## src/afr_pkg.sv

```systemverilog
// shared constants for the addressed frame receiver
// no dependencies; used by the top level and its port checker
`default_nettype none

package afr_pkg;

   // default geometry
   localparam int MAX_FRAME_DEF    = 64;
   localparam int HEADER_BYTES_DEF = 12;

   // fixed field widths
   localparam int BYTE_W     = 8;
   localparam int WORD_W     = 32;
   localparam int MSG_NUM_W  = 16;
   localparam int LEN_W      = 16;
   localparam int CKS_W      = 16;
   localparam int PAY_LEN_W  = 6;

   // configuration register indexes
   typedef enum logic [0:0] {
      CSR_START_WORD = 1'b0,
      CSR_DEVICE_ID  = 1'b1
   } csr_index_type;

   // header byte offsets within a frame
   localparam int OFS_MSG_LO = 4;
   localparam int OFS_MSG_HI = 5;
   localparam int OFS_DEST   = 6;
   localparam int OFS_SRC    = 7;
   localparam int OFS_LEN_LO = 8;
   localparam int OFS_LEN_HI = 9;
   localparam int OFS_CKS_LO = 10;
   localparam int OFS_CKS_HI = 11;
   localparam int START_BYTES = 4;

endpackage

`default_nettype wire

```

## src/addressed_frame_receiver_unit.sv

```systemverilog
// addressed frame receiver: start word hunt, header decode, payload buffer and burst out
// depends on afr_pkg
//
//   channel | prefix | direction | word
//   --------+--------+-----------+------------------------------------------------
//   request | req_   | in        | one received byte
//   result  | rsp_   | out       | one payload byte plus frame header fields
//   config  | csr_   | in        | register write (start word, device id)
//
// one received byte is taken per cycle while no burst is pending
// a good frame is replayed from the payload memory at one word per cycle while rsp_stall is low; the
//   single read port sets that, and the request side is stalled for the burst
// reset is synchronous; the payload memory needs no clearing pass, as only
//   entries written in the current frame are ever read
// rsp_ fields hold while rsp_stall is high; req_stall is high exactly while a
//   result word is pending
`default_nettype none

module addressed_frame_receiver_unit #(
   parameter int MAX_FRAME    = afr_pkg::MAX_FRAME_DEF,
   parameter int HEADER_BYTES = afr_pkg::HEADER_BYTES_DEF
) (
   input  logic                           clock,
   input  logic                           reset,
   // configuration
   input  logic                           csr_wr_en,
   input  afr_pkg::csr_index_type         csr_index,
   input  logic [afr_pkg::WORD_W-1:0]     csr_wdata,
   // received bytes
   input  logic                           req_valid,
   output logic                           req_stall,
   input  logic [afr_pkg::BYTE_W-1:0]     req_rx_byte,
   // payload words
   output logic                           rsp_valid,
   input  logic                           rsp_stall,
   output logic [afr_pkg::BYTE_W-1:0]     rsp_payload_byte,
   output logic                           rsp_has_data,
   output logic [afr_pkg::PAY_LEN_W-1:0]  rsp_payload_length,
   output logic [afr_pkg::MSG_NUM_W-1:0]  rsp_message_number,
   output logic [afr_pkg::BYTE_W-1:0]     rsp_source_id,
   output logic                           rsp_last
);
   import afr_pkg::*;

   localparam int PCW = $clog2(MAX_FRAME + 1);   // position count, holds MAX_FRAME
   localparam int AW  = $clog2(MAX_FRAME);       // memory address
   localparam int CW  = LEN_W + 1;               // frame end compare width

   // configuration registers
   logic [WORD_W-1:0]    start_word_ff;
   logic [BYTE_W-1:0]    device_id_ff;

   // receive state
   logic [PCW-1:0]       pc_ff, pc_in;
   logic [MSG_NUM_W-1:0] msg_ff, msg_in;
   logic [BYTE_W-1:0]    dest_ff, dest_in;
   logic [BYTE_W-1:0]    src_ff, src_in;
   logic [LEN_W-1:0]     len_ff, len_in;
   logic [CKS_W-1:0]     cks_ff, cks_in;
   logic [CKS_W-1:0]     sum_ff, sum_in;

   // burst state
   logic                 out_valid_ff, out_valid_in;
   logic                 has_data_ff, has_data_in;
   logic [AW-1:0]        idx_ff, idx_in;
   logic [PCW-1:0]       cnt_ff, cnt_in;

   // payload memory
   logic [BYTE_W-1:0]    mem_q [MAX_FRAME];
   logic [BYTE_W-1:0]    rdata_ff;
   logic                 wr_en;
   logic [AW-1:0]        wr_addr;

   // per byte decode
   logic                 in_acc, out_acc;
   logic [BYTE_W-1:0]    b;
   logic [BYTE_W-1:0]    start_byte;
   logic                 hunt_miss;
   logic [PCW-1:0]       pc_inc;
   logic [CKS_W-1:0]     cks_now;
   logic [CKS_W-1:0]     sum_add;
   logic [CW-1:0]        frame_end;
   logic                 addr_bad;

   assign b       = req_rx_byte;
   assign in_acc  = req_valid && !req_stall;
   assign out_acc = out_valid_ff && !rsp_stall;

   // expected start byte, most significant first
   always_comb begin
      case (pc_ff[1:0])
         2'd0:    start_byte = start_word_ff[31:24];
         2'd1:    start_byte = start_word_ff[23:16];
         2'd2:    start_byte = start_word_ff[15:8];
         default: start_byte = start_word_ff[7:0];
      endcase
   end

   assign hunt_miss = (pc_ff < PCW'(START_BYTES)) && (b != start_byte);
   assign pc_inc    = pc_ff + PCW'(1);
   assign sum_add   = sum_ff + CKS_W'(b);
   // checksum high byte may be the byte arriving right now
   assign cks_now   = (pc_ff == PCW'(OFS_CKS_HI)) ? {b, cks_ff[7:0]} : cks_ff;
   assign frame_end = CW'(HEADER_BYTES) + {1'b0, len_ff};
   assign addr_bad  = (dest_ff != device_id_ff) || (src_ff == device_id_ff);

   assign wr_en   = in_acc && !hunt_miss;
   assign wr_addr = pc_ff[AW-1:0];

   always_comb begin
      pc_in        = pc_ff;
      msg_in       = msg_ff;
      dest_in      = dest_ff;
      src_in       = src_ff;
      len_in       = len_ff;
      cks_in       = cks_ff;
      sum_in       = sum_ff;
      out_valid_in = out_valid_ff;
      has_data_in  = has_data_ff;
      idx_in       = idx_ff;
      cnt_in       = cnt_ff;

      // burst drain
      if (out_acc) begin
         if (cnt_ff == PCW'(1)) begin
            out_valid_in = 1'b0;
         end else begin
            idx_in = idx_ff + AW'(1);
            cnt_in = cnt_ff - PCW'(1);
         end
      end

      if (in_acc) begin
         if (hunt_miss) begin
            pc_in = '0;
         end else begin
            // header capture, written straight into the header registers
            case (pc_ff)
               PCW'(OFS_MSG_LO): msg_in[7:0]   = b;
               PCW'(OFS_MSG_HI): msg_in[15:8]  = b;
               PCW'(OFS_DEST):   dest_in       = b;
               PCW'(OFS_SRC):    src_in        = b;
               PCW'(OFS_LEN_LO): len_in[7:0]   = b;
               PCW'(OFS_LEN_HI): len_in[15:8]  = b;
               PCW'(OFS_CKS_LO): cks_in[7:0]   = b;
               PCW'(OFS_CKS_HI): cks_in[15:8]  = b;
               default: ;
            endcase

            if (pc_inc == PCW'(HEADER_BYTES)) begin
               // header complete
               sum_in = '0;
               if (addr_bad) begin
                  pc_in = '0;
               end else if (len_ff == '0) begin
                  pc_in = '0;
                  if (cks_now == '0) begin
                     out_valid_in = 1'b1;
                     has_data_in  = 1'b0;
                     cnt_in       = PCW'(1);
                  end
               end else begin
                  pc_in = (pc_inc >= PCW'(MAX_FRAME)) ? '0 : pc_inc;
               end
            end else if ((pc_inc > PCW'(HEADER_BYTES)) && (CW'(pc_inc) == frame_end)) begin
               // last payload byte
               sum_in = sum_add;
               pc_in  = '0;
               if (sum_add == cks_ff) begin
                  out_valid_in = 1'b1;
                  has_data_in  = 1'b1;
                  idx_in       = AW'(HEADER_BYTES);
                  cnt_in       = len_ff[PCW-1:0];
               end
            end else begin
               sum_in = sum_add;
               pc_in  = (pc_inc >= PCW'(MAX_FRAME)) ? '0 : pc_inc;
            end
         end
      end
   end

   always_ff @(posedge clock) begin
      if (reset) begin
         start_word_ff <= '0;
         device_id_ff  <= '0;
         pc_ff         <= '0;
         msg_ff        <= '0;
         dest_ff       <= '0;
         src_ff        <= '0;
         len_ff        <= '0;
         cks_ff        <= '0;
         sum_ff        <= '0;
         out_valid_ff  <= 1'b0;
         has_data_ff   <= 1'b0;
         idx_ff        <= '0;
         cnt_ff        <= '0;
      end else begin
         if (csr_wr_en) begin
            case (csr_index)
               CSR_START_WORD: start_word_ff <= csr_wdata;
               CSR_DEVICE_ID:  device_id_ff  <= csr_wdata[BYTE_W-1:0];
               default: ;
            endcase
         end
         pc_ff        <= pc_in;
         msg_ff       <= msg_in;
         dest_ff      <= dest_in;
         src_ff       <= src_in;
         len_ff       <= len_in;
         cks_ff       <= cks_in;
         sum_ff       <= sum_in;
         out_valid_ff <= out_valid_in;
         has_data_ff  <= has_data_in;
         idx_ff       <= idx_in;
         cnt_ff       <= cnt_in;
      end
   end

   // payload memory: read address follows the next burst index, so rdata_ff
   // always shows the entry at idx_ff; a same-cycle write is forwarded
   always_ff @(posedge clock) begin
      if (wr_en) begin
         mem_q[wr_addr] <= b;
      end
      if (wr_en && (wr_addr == idx_in)) begin
         rdata_ff <= b;
      end else begin
         rdata_ff <= mem_q[idx_in];
      end
   end

   assign req_stall          = out_valid_ff;
   assign rsp_valid          = out_valid_ff;
   assign rsp_payload_byte   = has_data_ff ? rdata_ff : '0;
   assign rsp_has_data       = has_data_ff;
   assign rsp_payload_length = len_ff[PAY_LEN_W-1:0];
   assign rsp_message_number = msg_ff;
   assign rsp_source_id      = src_ff;
   assign rsp_last           = (cnt_ff == PCW'(1));

endmodule

`default_nettype wire

```

## config.mk

```make
export PLATFORM = sky130hd
export DESIGN_NAME = addressed_frame_receiver_unit
export DESIGN_NICKNAME = d
export VERILOG_FILES = /design/src/afr_pkg.sv /design/src/addressed_frame_receiver_unit.sv
export SDC_FILE = /design/constraint.sdc
export NUM_CORES = 1
export LEC_CHECK = 0
export ABC_AREA = 1
export BUFFER_PORTS_ARGS = -buffer_cell sky130_fd_sc_hd__buf_2
export CAP_MARGIN = 20
export CORE_ASPECT_RATIO = 1.4
export CORE_UTILIZATION = 50
export CTS_CLUSTER_SIZE = 40
export DETAILED_ROUTE_END_ITERATION = 8
export PLACE_DENSITY = 0.73
export SETUP_SLACK_MARGIN = 0.15
export SLEW_MARGIN = 10
export SYNTH_ARGS = -nofsm -noshare
export SYNTH_HDL_FRONTEND = slang
export SYNTH_SLANG_ARGS = --single-unit
export TNS_END_PERCENT = 100
```

## constraint.sdc

```tcl
create_clock -name clock -period 6 [get_ports clock]
set_clock_uncertainty 0.1 [all_clocks]
set_input_delay 0.3 -clock clock [delete_from_list [all_inputs] [get_ports clock]]
set_output_delay 0.3 -clock clock [all_outputs]
set_load 0.05 [all_outputs]
```

; After elaboration in Yosys (flattened, before gate mapping)
; Memory sizes are Yosys's and may differ from the RTL's. A register that Yosys moved wholly into a read port is not among the register bits.
; Cells that the tools add are included.
[classes]
addsub = 5
mul = 0
div_mod_pow = 0
order_cmp = 3
n_eq_ne = 20
n_shift = 0
muxes = 45
bitwise_logic = 2
reduce_logical = 26
[op_table]
columns = cell, count
row1 = $mux W7, 16
row2 = $mux W6, 7
row3 = $eq A7 B4 Y1 const B, 5
row4 = $logic_not A16 Y1, 2
row5 = $mux W16, 2
row6 = $eq A7 B3 Y1 const B, 4
row7 = $pmux W8 S3, 1
row8 = $reduce_and A3 Y1, 8
row9 = $mux W1, 18
row10 = $add A4 B16 Y17 const A, 1
row11 = $eq A7 B17 Y1, 1
row12 = $add A16 B8 Y16, 1
row13 = $eq A16 B16 Y1, 1
row14 = $ne A8 B8 Y1, 2
row15 = $eq A8 B8 Y1, 1
row16 = $mux W8, 1
row17 = $add A7 B1 Y7 const B, 1
row18 = $eq A7 B1 Y1 const B, 1
row19 = $ge A7 B7 Y1 const B, 1
row20 = $gt A7 B4 Y1 const B, 1
row21 = $lt A7 B3 Y1 const B, 1
row22 = $reduce_and A7 Y1, 1
row23 = $sub A7 B1 Y7 const B, 1
row24 = $add A6 B1 Y6 const B, 1
row25 = other kinds (11), 22
[word_totals]
ff_bits = 142
latchBits = 0
ram_bits = 512
romBits = 0
in_bits = 46
output_inout_bits = 42
word_cells = 118
memories = 1
[mem_list]
columns = memory, depth, word_bits, read_ports, rd_ports_with_merged_regs, wr, line
row1 = mem_q, 64, 8, 1, 1, 1, addressed_frame_receiver_unit.sv:69  ; logic [BYTE_W-1:0] mem_q [MAX_FRAME];

; Longest topological paths before layout
; Gate-level depths: netlist of the first run.
[depth]
ltp_word = 9
ltp_mapped = 22
ltp_nobuf = 20

; Least setup slack after synthesis of the first run
; Ideal clock, no wire load.
[synth_path]
path_type = reg2reg
startpoint = reg pc_ff[1]
endpoint = mem mem_q[33][0] (enable)
setup_time_ps = 395
t_arrival_ps = 2906
required_time_ps = 5505
path_slack_ps = 2600
path_stages_with_launch = 19
path_buffers = 3
synth_period_minus_slack_ps = 3400
cell_sequence = dfxtp_1 buf_2 inv_1 ha_1 buf_2 a21oi_1 nand3_1 o21ai_0 nand2_1 nand2_1 nand2_1 nor2_1 nand2_1 nand2_1 nand2_4 inv_4 buf_4 nand2_1 nor4_1
[synth_between]
elab_chain_len = 8
word_cells_on_any_way = 11
classes_between = 1 x order compare / 3 x eq/ne / 3 x mux / 4 x reduce/logical
[synth_rtl]
columns = item, line
row1 = "start, declared", addressed_frame_receiver_unit.sv:54  ; logic [PCW-1:0] pc_ff, pc_in;
row2 = "start signal, assigned", addressed_frame_receiver_unit.sv:206  ; pc_ff <= pc_in;
row3 = $eq A2 B2 Y1 (tied with other cells), addressed_frame_receiver_unit.sv:91  ; case (pc_ff[1:0])
row4 = $pmux W8 S3, addressed_frame_receiver_unit.sv:91
row5 = $ne A8 B8 Y1, addressed_frame_receiver_unit.sv:99  ; assign hunt_miss = (pc_ff < PCW'(START_BYTES)) && (b != start_byte);
row6 = $logic_and A1 B1 Y1, addressed_frame_receiver_unit.sv:99
row7 = $logic_not A1 Y1, addressed_frame_receiver_unit.sv:107  ; assign wr_en = in_acc && !hunt_miss;
row8 = $logic_and A1 B1 Y1, addressed_frame_receiver_unit.sv:107
row9 = $mux W1, addressed_frame_receiver_unit.sv:223  ; if (wr_en) begin
row10 = $mux W1 (implied by the code), addressed_frame_receiver_unit.sv:224  ; mem_q[wr_addr] <= b;
row11 = "end, declared", addressed_frame_receiver_unit.sv:69
; Parallel ways exist; a longest one is shown, timed or not.

==> results of run 1 <==
## logic make-up after synthesis
logic type               Yosys count
XOR/XNOR                          26
adder cells (fa/ha/maj)           17
flip-flops                       660
AND/OR/NAND/NOR                 1108
buffers and inverters            335
AO/OA/AOI/OAI                    656
## stage by stage
step	std cells	power, mW	utilization, %	setup slack, ps
6_report	3632	9.00	56.4	1350
4_1_cts	3631	9.02	56.4	1510
5_1_grt	3632	9.20	56.4	1150
2_1_floorplan	2802	5.13	-	2600
3_5_place_dp	3489	5.27	52.4	1540
3_3_place_gp	3488	5.27	52.3	1670
## cell type report
| class | count | area, um2 | area share [%] |
|---|---|---|---|
| flip-flops and latches | 660 | 18300 | 57.5 |
| multi-input cells | 1807 | 9040 | 28.3 |
| clock buffers | 75 | 1650 | 5.18 |
| repair buffers | 148 | 996 | 3.12 |
| well taps | 735 | 920 | 2.88 |
| inverters | 173 | 657 | 2.06 |
| clock inverters | 34 | 287 | 0.898 |
## repair_timing
action,in CTS,in global routing
setup endpoints to repair,0,0
endpoints found under the hold margin,41,0
resized for setup,0,0
hold buffers,33,0
## power breakdown
group | total [mW] | leakage, nW | switching, mW | internal, mW
sequential | 4.95 | 5.80 | 0.0168 | 4.93
combinational | 0.242 | 4.56 | 0.178 | 0.0632
clock | 3.81 | 0.948 | 1.70 | 2.12
## per-layer routing
layer | part of all wire, % | wire, um | track usage (%) | vias up
met5 | 0 | 0 | 0 | -
met4 | 5.8 | 4850 | 15.8 | 0
met3 | 7.9 | 6590 | 4.67 | 238
met2 | 50 | 41700 | 49.6 | 1087
met1 | 36 | 30500 | 33.8 | 10600
li1 | - | - | - | 10000
## registers in the layout, summed over array words and instances (netlist names), 6 cells and up, named ones only
name                flops
mem_q                 512
cks_ff                 16
dest_ff                 8
rsp_message_number     16
sum_ff                 16
start_word_ff          32
idx_ff                  6
pc_ff                   7
cnt_ff                  7
rsp_source_id           8
device_id_ff            8
len_ff                 16
## layout by cell type, fill, tap and decap left out, types with 89 or more instances in the layout
master,synthesis,layout
a21oi_1,105,105
buf_2,23,89
dfxtp_1,148,145
edfxtp_1,512,512
inv_1,158,159
nand2_1,281,281
nand3_1,206,206
nor2_1,512,512
o21ai_0,380,380
o221ai_1,100,100
## critical path, cell delays in order, from the launching register on
cell and delay [ps]:
dfxtp_4 690, buf_4 680, o21ai_0 360, o22ai_1 260, nor2_1 70, o311ai_0 600
nand3_1 250, a21oi_1 340, buf_2 330
## cell usage after synthesis (all sizes together)
master and instances:
nor2 526, edfxtp 512, o21ai 384, nand2 295, nand3 216, inv 170, dfxtp 148, clkbuf 113
a21oi 107, o221ai 100, buf 49, nand4 31, o22ai 28, nor3 24, ha 16, xor2 15
o211ai 13, xnor2 11, nor4 9, a211oi 8, a22oi 8, o311ai 5, a31oi 3, clkinv 3
and2 2, or2 2, and3 1, fa 1, nand3b 1, nor3b 1
## worst paths after layout
| check | slack, ps | end | startpoint | cells past startpoint |
|---|---|---|---|---|
| max | 1350 | rsp_payload_byte[7] | flop | 8 |
| min reg2reg | 360 | dest_ff[6] | dest_ff[6] | 2 |
| max reg2reg | 1440 | mem_q[19][0] | pc_ff[0] | 15 |
| min | 50 | dest_ff[6] | req_rx_byte[6] | 3 |
==> results.json, run 1 <==
{
  "period_needed_ps": 4650,
  "cts_setup_buffers": 0,
  "yosys.area.top_type_share_pct": 53.5,
  "cts_sinks": 660,
  "fin_crit_sh_pct": 77.5,
  "syn_avg_cell_area_um2": 10.3,
  "syn_to_final_growth_pct": 11.0,
  "status": "complete, no violations",
  "fillCellCount": 4792,
  "grt_max_degree": 189,
  "placed_cell_area_um2": 29600,
  "numCtsBuffers": 60,
  "setup-tns-final_ps": 0,
  "vias": 22000,
  "ys_seq_area_share_pct": 63.8,
  "insertion_delay_ps": 630,
  "ys_types": 50,
  "htreeDepth": 2,
  "design.core.area_um2": 56600,
  "grt_pass1_wl_um": 127000,
  "vdd_drop_max_v": 0.000226,
  "dr.pass1.iters": 7,
  "setup_viol": 0,
  "worst_pin_slew_ps": 1050,
  "critPathCaptureType": "output pin",
  "dp_hpwl_um": 54600,
  "cts_root_buf": "clkbuf_16",
  "syn_nets": 2865,
  "drtIter0Drc": 2114,
  "grt_pass1_vias": 22000,
  "num-nets-final": 2913,
  "vias_per_cell": 6.05,
  "hold_path.class": "primary input to flop",
  "clkTransAtPathRegs_ps": 60,
  "fin_hold_ws_ps": 53.9,
  "drive_gt1_share_pct": 9.25,
  "synth-compound-area-share_pct": 13.3,
  "synth_cells": 2802,
  "antenna_found_initial": 0,
  "grt_usage_pct": 28.7,
  "cts_tree": "done",
  "path_class": "flop to output pin",
  "drt-total-wl_um": 83600,
  "pin_count": 88,
  "cp_data_required_time_ps": 5600,
  "gp_congestion": 0.961,
  "design_area_um2": 31900,
  "die_w_um": 205,
  "synthMuxAreaShare_pct": 0,
  "synth_area_um2": 28700,
  "grt.overflow.total": 0,
  "synth.area.top_cells": "edfxtp_1 54%, dfxtp_1 10%, nor2_1 6.7%",
  "cap_viol_max_count": 0,
  "die_h_um": 286,
  "max_slew_margin_pct": 29.9,
  "synth_top_family_by_area": "simple AND/OR/NAND/NOR gates",
  "antenna_left": 0,
  "grt_setup_unrepaired": "false",
  "yosys_warnings": 0,
  "synth_area_leader_cell": "edfxtp_1",
  "die_area_um2": 58400,
  "critPathMaxFanout": 81,
  "n_antenna_cell": 0,
  "synth-simple-area-share_pct": 16.6,
  "p_leak_nw": 11.3,
  "wl_per_cell_um": 23.0,
  "fmax_mhz": 215,
  "drc": 0,
  "ys_seq_elements": 660,
  "powerDensity_nw_per_um2": 282,
  "drv_slew": 0,
  "synthAdderAreaFrac_pct": 0.767,
  "final_hold_viol_count": 0,
  "clock_path_buffers": 3,
  "buffer_ports.inserted": 87,
  "synthXorXnorAreaFrac_pct": 0.819,
  "rows": 103,
  "start_util_pct": 50.8,
  "worst_setup_path_start_kind": "flop",
  "crit_arrival_ps": 4250
}
No activity file was read; power rests on OpenSTA's default activity.
==> inputs of run 2 (changes only) <==
- clock period: 6 -> 4.7 ns (I/O delays scaled with it)
==> run 2 against run 1 <==
First-iteration DRC count is 9.7% higher. Clock power is 35% higher. Combinational power is 33% higher. Die area stayed put. Non-clock buffer count is 19 higher. Clock-buffer cell count stayed put. Setup slack worse by 1000 ps. Cell count is 0.50% higher. Via count is 1.2% higher. Worst hold slack worse by 9.8 ps. Critical path depth is 5 higher. Flip-flop and latch count stayed put. Critical endpoint is now mem_q[21][6]. Largest power group unchanged.
==> results.json, run 2 (synthesis gave the netlist of run 1 again) <==
{
  "status": "complete, no violations",
  "antenna_left": 0,
  "n_antenna_cell": 0,
  "antenna_found_initial": 1,
  "crit_arrival_ps": 4560,
  "setup_viol": 0,
  "worst_setup_path_start_kind": "flop",
  "placed_cell_area_um2": 29700,
  "numCtsBuffers": 60,
  "clock_path_buffers": 3,
  "num-nets-final": 2932,
  "grt_usage_pct": 29.0,
  "start_util_pct": 50.8,
  "r2r_start": "pc_ff[1]",
  "power_mw": 11.8,
  "dr.pass1.iters": 6,
  "drt-total-wl_um": 84700,
  "powerDensity_nw_per_um2": 366,
  "worst_pin_slew_ps": 1000,
  "drv_slew": 0,
  "vdd_drop_max_v": 0.000353,
  "cp_slowest_cell": "nor2_1",
  "grt_max_degree": 134,
  "cts_root_buf": "clkbuf_16",
  "hold_path.class": "primary input to flop",
  "crit_path_start": "pc_ff[1]",
  "design_area_um2": 32200,
  "cts_setup_buffers": 0,
  "cp_data_required_time_ps": 4870,
  "pin_count": 88,
  "die_h_um": 286,
  "drtIter0Drc": 2319,
  "dp_hpwl_um": 55700,
  "cap_viol_max_count": 0,
  "buffer_ports.inserted": 87,
  "cp-endpoint": "mem_q[21][6]",
  "setup-tns-final_ps": 0,
  "fin_ws_ps": 312,
  "reg_top3": "mem_q: 512 flops, start_word_ff: 32 flops",
  "gp_congestion": 0.931,
  "clkTransAtPathRegs_ps": 70,
  "fin_crit_sh_pct": 93.4,
  "p_leak_nw": 11.5,
  "dp_cells": 3503,
  "top_register": "mem_q",
  "worstPathCellList": "ha_1 > inv_2 > o21ai_0 > nand2_1 > nand2_1 > nand2_1 > nor2_1 > nand2_1 > nand2_1 > nand2_4 > inv_4 > nand4_1 > nor2_1",
  "cts_sinks": 660,
  "final_cell_mix": "512 x nor2_1, 512 x edfxtp_1, 380 x o21ai_0, 281 x nand2_1, 206 x nand3_1",
  "r2r_end": "mem_q[21][6]",
  "rows": 103,
  "fmax_mhz": 228,
  "post_cts_resized": 0,
  "design.core.area_um2": 56600,
  "path_common_cell": "nand2_1",
  "htreeDepth": 2,
  "die_w_um": 205,
  "path_class": "flop to flop",
  "drive_gt1_share_pct": 9.78,
  "cts_tree": "done",
  "dp_slack_ps": 458,
  "grt_pass1_vias": 21900,
  "syn_to_final_growth_pct": 12.1,
  "final_cells": 3650,
  "largest_reg_flops": 512,
  "critPathMaxFanout": 26,
  "grt_pass1_wl_um": 127000,
  "max_slew_margin_pct": 33.0,
  "drc": 0,
  "critPathCaptureType": "flop",
  "reg2reg_slack_ps": 310,
  "grt_setup_unrepaired": "true",
  "grt.overflow.total": 0,
  "period_needed_ps": 4390,
  "cpPeakStageDelay_ps": 750,
  "insertion_delay_ps": 640,
  "vias_per_cell": 6.10,
  "vias": 22200,
  "final_hold_viol_count": 0,
  "wl_per_cell_um": 23.2,
  "die_area_um2": 58400,
  "worst_r2r_path_depth": 13
}
[run 2: changes by cell type in the layout (fill, tap and decap cells not counted), sizes merged]
cell / before / now
buf: 115 / 128
bufinv: 4 / 9
clkinv: 23 / 17
clkinvlp: 5 / 2
dlygate4sd3: 33 / 39
inv: 175 / 178
[run 2: through the flow]
stage	utilization (%)	hold slack (ps)
2_1_floorplan	-	234
3_3_place_gp	52.6	345
3_5_place_dp	52.6	353
4_1_cts	56.9	16.4
5_1_grt	56.9	33.1
6_report	56.9	44.1
[run 2: layout make-up]
type | count | area (um2)
inverter | 173 | 657
tap | 735 | 920
clock inverter | 33 | 427
multi-input combinational | 1807 | 9030
clock buffer | 75 | 1630
sequential | 660 | 18300
timing repair buffer | 167 | 1170
fill | 4666 | 24400
[run 2: repair_timing]
action | in CTS | in global routing
setup endpoints to repair | 0 | 56
hold buffers | 39 | 0
endpoints found under the hold margin | 53 | 0
[run 2: worst min-delay path by stage]
stage                   startpoint                      to  slack, ps  depth (start not counted)
floorplan           req_rx_byte[0]             mem_q[0][0]        230                          0
global placement        dest_ff[2]              dest_ff[2]        340                          2
detailed placement      dest_ff[6]              dest_ff[6]        350                          2
CTS                 req_rx_byte[3]   rsp_message_number[3]         20                          3
global route        req_rx_byte[3]  rsp_message_number[11]         30                          3
finish                   csr_index         device_id_ff[6]         40                          4
[run 2: critical path: cells and delay by family, from the launching register on]
kind / cells / cell delay, ps
simple gates: 9 / 2010
fa+ha+maj: 1 / 590
flops: 1 / 560
buf+inv: 2 / 530
compound gates: 1 / 220
[run 2: power breakdown]
part	switching [mW]	internal [mW]
Clock	2.18	2.96
Combinational	0.235	0.0868
Sequential	0.0212	6.30
Total	2.44	9.35
[run 2: per-layer routing]
layer,track usage [%],share of wire (%),up-vias
met3,4.37,7.7,281
met4,17.2,6.4,2
li1,-,-,10100
met5,0,0.012,-
met1,33.9,36,10700
met2,50.0,50,1210
==> inputs of run 3 (changes only) <==
- CORE_MARGIN: default -> 10
==> run 3 against run 2 <==
Sequential power about the same. Combinational power decreased by 3%. Total power increased by 0.78%. Die area increased by 16%. Highest routed layer is now met4.
==> results.json, run 3 (synthesis gave the netlist of run 1 again) <==
{
  "status": "complete, no violations",
  "final_cell_mix": "512 x nor2_1, 512 x edfxtp_1, 380 x o21ai_0, 281 x nand2_1, 206 x nand3_1",
  "start_util_pct": 50.7,
  "path_common_cell": "o21ai_0",
  "final_hold_viol_count": 0,
  "rows": 103,
  "buffer_ports.inserted": 87,
  "pin_count": 88,
  "cap_viol_max_count": 0,
  "reg_top3": "mem_q: 512 flops, start_word_ff: 32 flops",
  "grt_pass1_vias": 21800,
  "grt_setup_unrepaired": "false",
  "swShare_pct": 20.5,
  "numCtsBuffers": 59,
  "fin_crit_sh_pct": 88.7,
  "drtIter0Drc": 2568,
  "crit_arrival_ps": 3830,
  "cts_root_buf": "clkbuf_16",
  "setup-tns-final_ps": 0,
  "p_clk_share_pct": 44.2,
  "vdd_drop_max_v": 0.000316,
  "fin_hold_ws_ps": 30.0,
  "grt_max_degree": 202,
  "insertion_delay_ps": 630,
  "worstPathCellList": "inv_8 > buf_12 > buf_4 > o21ai_0 > o22ai_1 > o21ai_0 > o211ai_1 > nand3_1 > a21oi_1 > buf_2",
  "top_register": "mem_q",
  "cp_num_buf_inv": 4,
  "cts_tree": "done",
  "die_area_um2": 67600,
  "die_h_um": 304,
  "critPathCaptureType": "output pin",
  "critical-path-top-delay-family": "buffers and inverters",
  "intPower_mw": 9.45,
  "cp_slowest_cell": "dfxtp_4",
  "fmax_mhz": 240,
  "max_slew_margin_pct": 29.9,
  "combPwrFrac_pct": 2.6,
  "dp_hpwl_um": 55400,
  "n_antenna_cell": 0,
  "die_w_um": 223,
  "dr.pass1.iters": 6,
  "cpPeakStageDelay_ps": 520,
  "hold_path.class": "primary input to flop",
  "grt_usage_pct": 24.1,
  "cts_setup_buffers": 0,
  "cp_data_required_time_ps": 4370,
  "gp_congestion": 0.958,
  "grt_pass1_wl_um": 127000,
  "drive_gt1_share_pct": 9.82,
  "num-nets-final": 2924,
  "cts_sinks": 660,
  "worst_setup_path_start_kind": "flop",
  "seq_power_share_pct": 53.2,
  "p_leak_nw": 11.5,
  "largest_reg_flops": 512,
  "antenna_found_initial": 0,
  "syn_to_final_growth_pct": 12.1,
  "clock_path_buffers": 3,
  "critPathMaxFanout": 112,
  "drc": 0,
  "p_sw_mw": 2.43,
  "grt.overflow.total": 0,
  "clkTransAtPathRegs_ps": 70,
  "htreeDepth": 2,
  "path_class": "flop to output pin",
  "drt-total-wl_um": 83700,
  "design.core.area_um2": 56700,
  "power_mw": 11.9,
  "period_needed_ps": 4170,
  "setup_viol": 0,
  "worst_pin_slew_ps": 1040,
  "vias_per_cell": 6.01,
  "drv_slew": 0,
  "wl_per_cell_um": 23.0,
  "antenna_left": 0,
  "powerDensity_nw_per_um2": 369,
  "vias": 21900,
  "final_core_util_pct": 56.8
}
-- run 3: final timing paths --
check | start | cells after the start | endpoint | slack (ps)
setup / recovery | flop | 10 | rsp_payload_byte[6] | 530
hold / removal | csr_wr_en | 3 | device_id_ff[4] | 30
setup reg to reg | pc_ff[1] | 15 | mem_q[38][5] | 830
hold reg to reg | dest_ff[1] | 2 | dest_ff[1] | 360
-- run 3: repair_timing --
action,in CTS,in global routing
hold buffers,37,0
endpoints found under the hold margin,52,0
setup endpoints to repair,0,1
resized for setup,0,1
-- run 3: worst reg2reg max path: stages (launching register included) --
cell and delay (ps):
dfxtp_1 580, ha_1 580, inv_2 270, nand2_1 160, nand2_1 60, nand2_1 60, nand2_1 50, inv_1 50
nand3_1 60, nor2_1 110, nand2_1 70, nand2_1 100, nand2_4 60, inv_4 160, nand4_1 390, nor2_1 660
-- run 3: cell type report --
| cell class | count | area, um2 |
|---|---|---|
| timing repair buffer | 160 | 1110 |
| fill | 4807 | 24500 |
| clock buffer | 70 | 1580 |
| inverter | 173 | 659 |
| clock inverter | 41 | 542 |
| tap | 735 | 920 |
| multi-input combinational | 1807 | 9030 |
| sequential | 660 | 18300 |
-- run 3: routing by layer --
metal / global-route usage [%] / vias up / wire length [um]
met5: 0 / - / 0
met4: 13.2 / 0 / 4960
met3: 4.04 / 253 / 6320
met2: 42.9 / 1092 / 42000
met1: 27.3 / 10500 / 30400
li1: - / 10100 / -
-- run 3: stage by stage --
stage | area (um2) | instances | setup WS, ps
floorplan | 28700 | 2802 | 1300
global placement | 29700 | 3498 | 1020
detailed placement | 29700 | 3498 | 844
CTS | 32200 | 3646 | 504
global route | 32200 | 3646 | 204
finish | 32200 | 3646 | 530
-- run 3: power by group through the flow --
stage,Sequential [mW],Combinational (mW),Clock [mW]
after floorplan,6.44,0.110,0
after global placement,6.44,0.282,0
after detailed placement,6.44,0.285,0
after CTS,6.32,0.311,5.30
after global routing,6.31,0.337,5.53
final,6.32,0.312,5.25
